<file path="config.mk">
export PLATFORM = sky130hd
export DESIGN_NAME = fba_ctrl
export DESIGN_NICKNAME = d
export VERILOG_FILES = /design/src/sv/fba_pkg.sv /design/src/sv/fba_ctrl.sv
export SDC_FILE = /design/constraint.sdc
export NUM_CORES = 1
export LEC_CHECK = 0
export ABC_AREA = 1
export BUFFER_PORTS_ARGS = -buffer_cell sky130_fd_sc_hd__buf_2
export CAP_MARGIN = 20
export CELL_PAD_IN_SITES_DETAIL_PLACEMENT = 0
export CELL_PAD_IN_SITES_GLOBAL_PLACEMENT = 1
export CORE_AREA = 2 2 39 41
export CTS_CLUSTER_SIZE = 40
export DETAILED_ROUTE_END_ITERATION = 10
export DIE_AREA = 0 0 41 43
export GPL_ROUTABILITY_DRIVEN = 0
export GPL_TIMING_DRIVEN = 0
export PLACE_DENSITY_LB_ADDON = 0.1
export SLEW_MARGIN = 20
export SYNTH_ARGS = -nofsm -noshare
export SYNTH_HDL_FRONTEND = slang
export SYNTH_SLANG_ARGS = --single-unit
</file>
<file path="constraint.sdc">
create_clock -name clk -period 2 [get_ports clk]
set_input_delay 0.1 -clock clk [delete_from_list [all_inputs] [get_ports clk]]
set_output_delay 0.1 -clock clk [all_outputs]
set_load 0.03 [all_outputs]
</file>
<file path="src/sv/fba_pkg.sv">
// ----------------------------------------------------------------------------
// fba_pkg
// Shared constants, codes and controller/datapath interface types for the
// frame bitmap allocator.
// ----------------------------------------------------------------------------
package fba_pkg;

    localparam int MAX_FRAMES = 4096;
    localparam int WORD_BITS  = 32;
    localparam int WORD_SHIFT = $clog2(WORD_BITS);
    localparam int NUM_WORDS  = MAX_FRAMES / WORD_BITS;
    localparam int ADDR_W     = $clog2(NUM_WORDS);
    localparam int CNT_W      = ADDR_W + 1;
    localparam int FRAME_W    = 12;
    localparam int CFG_W      = 13;
    localparam int STATUS_W   = 2;
    localparam int DATA_W     = 32;
    localparam int PADDR_W    = 3;

    localparam logic [CFG_W-1:0]   FRAME_COUNT_RST = CFG_W'(MAX_FRAMES);
    localparam logic [FRAME_W:0]   MAX_FRAMES_X    = MAX_FRAMES[FRAME_W:0];

    // register index
    localparam logic REG_FRAME_COUNT = 1'b0;

    // command field
    localparam logic CMD_ALLOC = 1'b0;
    localparam logic CMD_FREE  = 1'b1;

    // status codes
    localparam logic [STATUS_W-1:0] ST_DONE = 2'd0;
    localparam logic [STATUS_W-1:0] ST_SKIP = 2'd1;
    localparam logic [STATUS_W-1:0] ST_FULL = 2'd2;

    typedef enum logic [2:0] {
        RES_KEEP,   // alloc on a mapped page: hand the frame back
        RES_SKIP,   // free of frame zero
        RES_FULL,
        RES_ALLOC,
        RES_FREED
    } res_op_t;

    typedef struct packed {
        logic    capture;
        logic    init_scan;
        logic    scan_rd;
        logic    free_rd;
        logic    free_wr;
        logic    alloc_wr;
        logic    res_we;
        res_op_t res_op;
        logic    out_load;
    } dp_cmd_t;

    typedef struct packed {
        logic is_free;
        logic frame_zero;
        logic in_range;
        logic found;
        logic exhausted;
        logic slot_free;
    } dp_stat_t;

endpackage

</file>
<file path="src/sv/fba_ctrl.sv">
// ----------------------------------------------------------------------------
// fba_ctrl
// Sequencer: dispatches each item, runs the bitmap scan or the free
// read-modify-write, and hands the result to the output register.
// ----------------------------------------------------------------------------
module fba_ctrl (
    input  logic             clk,
    input  logic             rst_n,
    input  logic             in_valid,
    output logic             in_stall,
    input  fba_pkg::dp_stat_t stat,
    output fba_pkg::dp_cmd_t  cmd
);
    import fba_pkg::*;

    localparam logic [2:0] S_IDLE     = 3'd0;
    localparam logic [2:0] S_DISPATCH = 3'd1;
    localparam logic [2:0] S_SCAN     = 3'd2;
    localparam logic [2:0] S_FREE_WR  = 3'd3;
    localparam logic [2:0] S_FINISH   = 3'd4;

    logic [2:0] state_reg;
    logic [2:0] state_next;

    assign in_stall = (state_reg != S_IDLE);

    always_comb
    begin
        state_next = state_reg;
        cmd        = '0;
        cmd.res_op = RES_SKIP;
        case (state_reg)
            S_IDLE:
            begin
                if (in_valid)
                begin
                    cmd.capture = 1'b1;
                    state_next  = S_DISPATCH;
                end
            end
            S_DISPATCH:
            begin
                if (!stat.is_free)
                begin
                    if (!stat.frame_zero)
                    begin
                        cmd.res_we = 1'b1;
                        cmd.res_op = RES_KEEP;
                        state_next = S_FINISH;
                    end
                    else
                    begin
                        cmd.init_scan = 1'b1;
                        state_next    = S_SCAN;
                    end
                end
                else if (stat.frame_zero)
                begin
                    cmd.res_we = 1'b1;
                    cmd.res_op = RES_SKIP;
                    state_next = S_FINISH;
                end
                else if (!stat.in_range)
                begin
                    cmd.res_we = 1'b1;
                    cmd.res_op = RES_FREED;
                    state_next = S_FINISH;
                end
                else
                begin
                    cmd.free_rd = 1'b1;
                    state_next  = S_FREE_WR;
                end
            end
            S_FREE_WR:
            begin
                cmd.free_wr = 1'b1;
                cmd.res_we  = 1'b1;
                cmd.res_op  = RES_FREED;
                state_next  = S_FINISH;
            end
            S_SCAN:
            begin
                cmd.scan_rd = 1'b1;
                if (stat.found)
                begin
                    cmd.alloc_wr = 1'b1;
                    cmd.res_we   = 1'b1;
                    cmd.res_op   = RES_ALLOC;
                    state_next   = S_FINISH;
                end
                else if (stat.exhausted)
                begin
                    cmd.res_we = 1'b1;
                    cmd.res_op = RES_FULL;
                    state_next = S_FINISH;
                end
            end
            S_FINISH:
            begin
                if (stat.slot_free)
                begin
                    cmd.out_load = 1'b1;
                    state_next   = S_IDLE;
                end
            end
            default:
            begin
                state_next = S_IDLE;
            end
        endcase
    end

    always_ff @(posedge clk or negedge rst_n)
    begin
        if (!rst_n)
        begin
            state_reg <= S_IDLE;
        end
        else
        begin
            state_reg <= state_next;
        end
    end

endmodule

</file>
==> impl_metrics.ini <==
[cells_and_area]
largest_register_ffs = 3
drive_above_1_share_pct = 45.5
n_antenna_cell = 0
fin_area_um2 = 470
nets = 87
synthToLayoutAreaGrowth_pct = 49.8
finalNonFillerCells = 93

[synth]
post_synth.cell_area_avg_um2 = 6.04
synth_warnings = 0
synth-seq-cells = 3
synthCells = 52
yosysTopAreaCellShare_pct = 23.9
yosysSeqAreaShare_pct = 23.9
synth_largest_area_cell = dfrtp_1
synth.net_count = 61
yosys-top-cells-area = dfrtp_1 (24%), nand3_1 (13%), nor2_1 (12%), nand2_1 (11%), inv_1 (7.2%)
syn-cell-area_um2 = 314
synth.distinct_cells = 15

[clock_network]
h-tree-depth = 1
cts_tree = yes
clock_path_buffers = 2
insertion_delay_ns = 0.23
numCtsBuffers = 3
cts.clk_slew.worst_paths_ns = 0.04
clock_sinks = 3
root_buffer = clkbuf_4

[global_routing]
grt_max_degree = 8
grt_antenna_before_repair = 0
grt-ovfl-total = 0
grt_pass1_vias = 307
grt_pass1_wl_um = 1160
grt_usage_pct = 10.1

[floorplanning]
start_util_pct = 22.7
ioPinCount = 21
rows = 14
die-width_um = 41
die-area_um2 = 1760
die_y_um = 43
core_area_um2 = 1380

[detailed_routing]
vias = 385
drtAntennaViolNets = 0
drt-initial-drc-count = 5
finalWirelength_um = 764
drc = 0
wl_per_cell_um = 8.22
avgViaCountPerCell = 4.14
dr.pass1.iters = 3

[critical_path]
criticalPathCategory = reg -> out
path_cells = inv_2 > nand3_4 > inv_2 > nand3_1 > nand2_1 > buf_2
cp_slowest_cell = dfrtp_1
r2r_slack_ns = 0.94
crit_top_cell = inv_2
end_kind = output pin
slowest_delay_ns = 0.43
crit_fanout = 5
r2r-end = state_reg[0]$_DFFE_PN0P_
required_ns = 1.90
crit_arrival_ns = 1.34
r2r_cells = 4
rr_startpoint = state_reg[0]$_DFFE_PN0P_
start_kind = flip-flop

[min_path]
hold_class = in -> async

[timing]
fmax_ghz = 0.696
rsz0062_at_grt = false
final_max_slew_viol_count = 0
setup_viol = 0
final-hold-violation-count = 0
worst_slew_pin_slew_ns = 0.296
fin_crit_sh_pct = 71.9
maxSlewHeadroom_pct = 80.3
tns_ns = 0
clock_skew_ns = 0.00401
fin_crit_ns = 1.44

[pwr]
power_density_nw_per_um2 = 1380
vdd.ir_drop.worst_uv = 480
leakagePower_uw = 0.000280
p_total_uw = 650

[run]
maxCapViolations = 0

[placement]
hpwl_um = 665
dp.cells = 88
dpl_cell_area_um2 = 434
port_buffers = 20

[run_status]
status = finished, final reports clean
[area by class of cell]
cell class                      count  area, µm²
Fill cell                         183        913
Multi-Input combinational cell     38        198
Timing Repair Buffer               21        110
Sequential cell                     3       75.1
Inverter                           11       41.3
Clock buffer                        4       26.3
Tap cell                           16       20.0
[cells by family (layout without fill, tap and decap cells)]
family	count (synthesis)	in the layout	share of synthesized area [%]
buffers and inverters	11	36	13.1
and+or+nand+nor	36	36	59.8
AOI/OAI and AO/OA	2	2	3.18
DFF	3	3	23.9
[worst max-delay path by stage]
stage	end	cells past startpoint	from	slack, ns
floorplan	cmd[2]	3	state_reg[0]$_DFFE_PN0P_	0.42
global placement	cmd[4]	6	state_reg[2]$_DFFE_PN0P_	0.79
detailed placement	cmd[4]	6	state_reg[2]$_DFFE_PN0P_	0.80
CTS	cmd[4]	6	state_reg[2]$_DFFE_PN0P_	0.55
global route	cmd[4]	6	state_reg[2]$_DFFE_PN0P_	0.46
finish	cmd[4]	6	state_reg[2]$_DFFE_PN0P_	0.56
[stage by stage]
step	hold slack, ns	utilization [%]	setup slack, ns
finish	0.184	34.0	0.563
global route	0.192	34.0	0.461
CTS	0.183	34.0	0.548
detailed placement	-0.103	31.4	0.804
global placement	-0.102	31.4	0.787
floorplan	-0.196	-	0.419
[report_power, final]
part	switching [µW]	total [µW]	internal, µW
clock	30.5	105	74.7
sequential	42.5	126	83.8
combinational	291	418	127
total	364	650	286
[metal layers]
metal / global-route usage, % / vias up / share of wire [%]
met5: 0 / - / 0
met4: 8.00 / 0 / 2.2
met3: 3.14 / 2 / 6.5
met2: 14.4 / 15 / 48
met1: 11.7 / 158 / 43
li1: - / 210 / -
[Yosys cell counts]
cell / instances
nand3_1: 8
dfrtp_1: 3
nor4_1: 1
nand3_4: 1
inv_1: 6
nor2_1: 10
nand2_2: 1
or2_1: 1
inv_2: 5
nor2_4: 1
a21oi_1: 1
o21ai_0: 1
nand2_1: 9
nor3_2: 1
nor2_2: 3
[worst max-delay path, delay by kind of cell (launching register included)]
family        cells  cell delay [ns]
flops             1             0.43
buf+inv           3             0.40
simple gates      3             0.27
[layout by cell type, fill, tap and decap left out]
master / n
nand3_1: 8
a21oi_1: 1
buf_2: 20
o21ai_0: 1
nor4_1: 1
clkbuf_4: 3
inv_1: 6
dlygate4sd3_1: 1
nor2_2: 3
nor3_2: 1
clkbuf_1: 1
or2_1: 1
nand2_2: 1
nor2_4: 1
nand3_4: 1
nor2_1: 10
dfrtp_1: 3
nand2_1: 9
inv_2: 5
[what timing repair did]
action                    4_1_cts  5_1_grt
setup buffers                   0        0
hold endpoints to repair        3        0
hold buffers                    1        0
resized for setup               0        0
(Power assumes the default switching activity.)
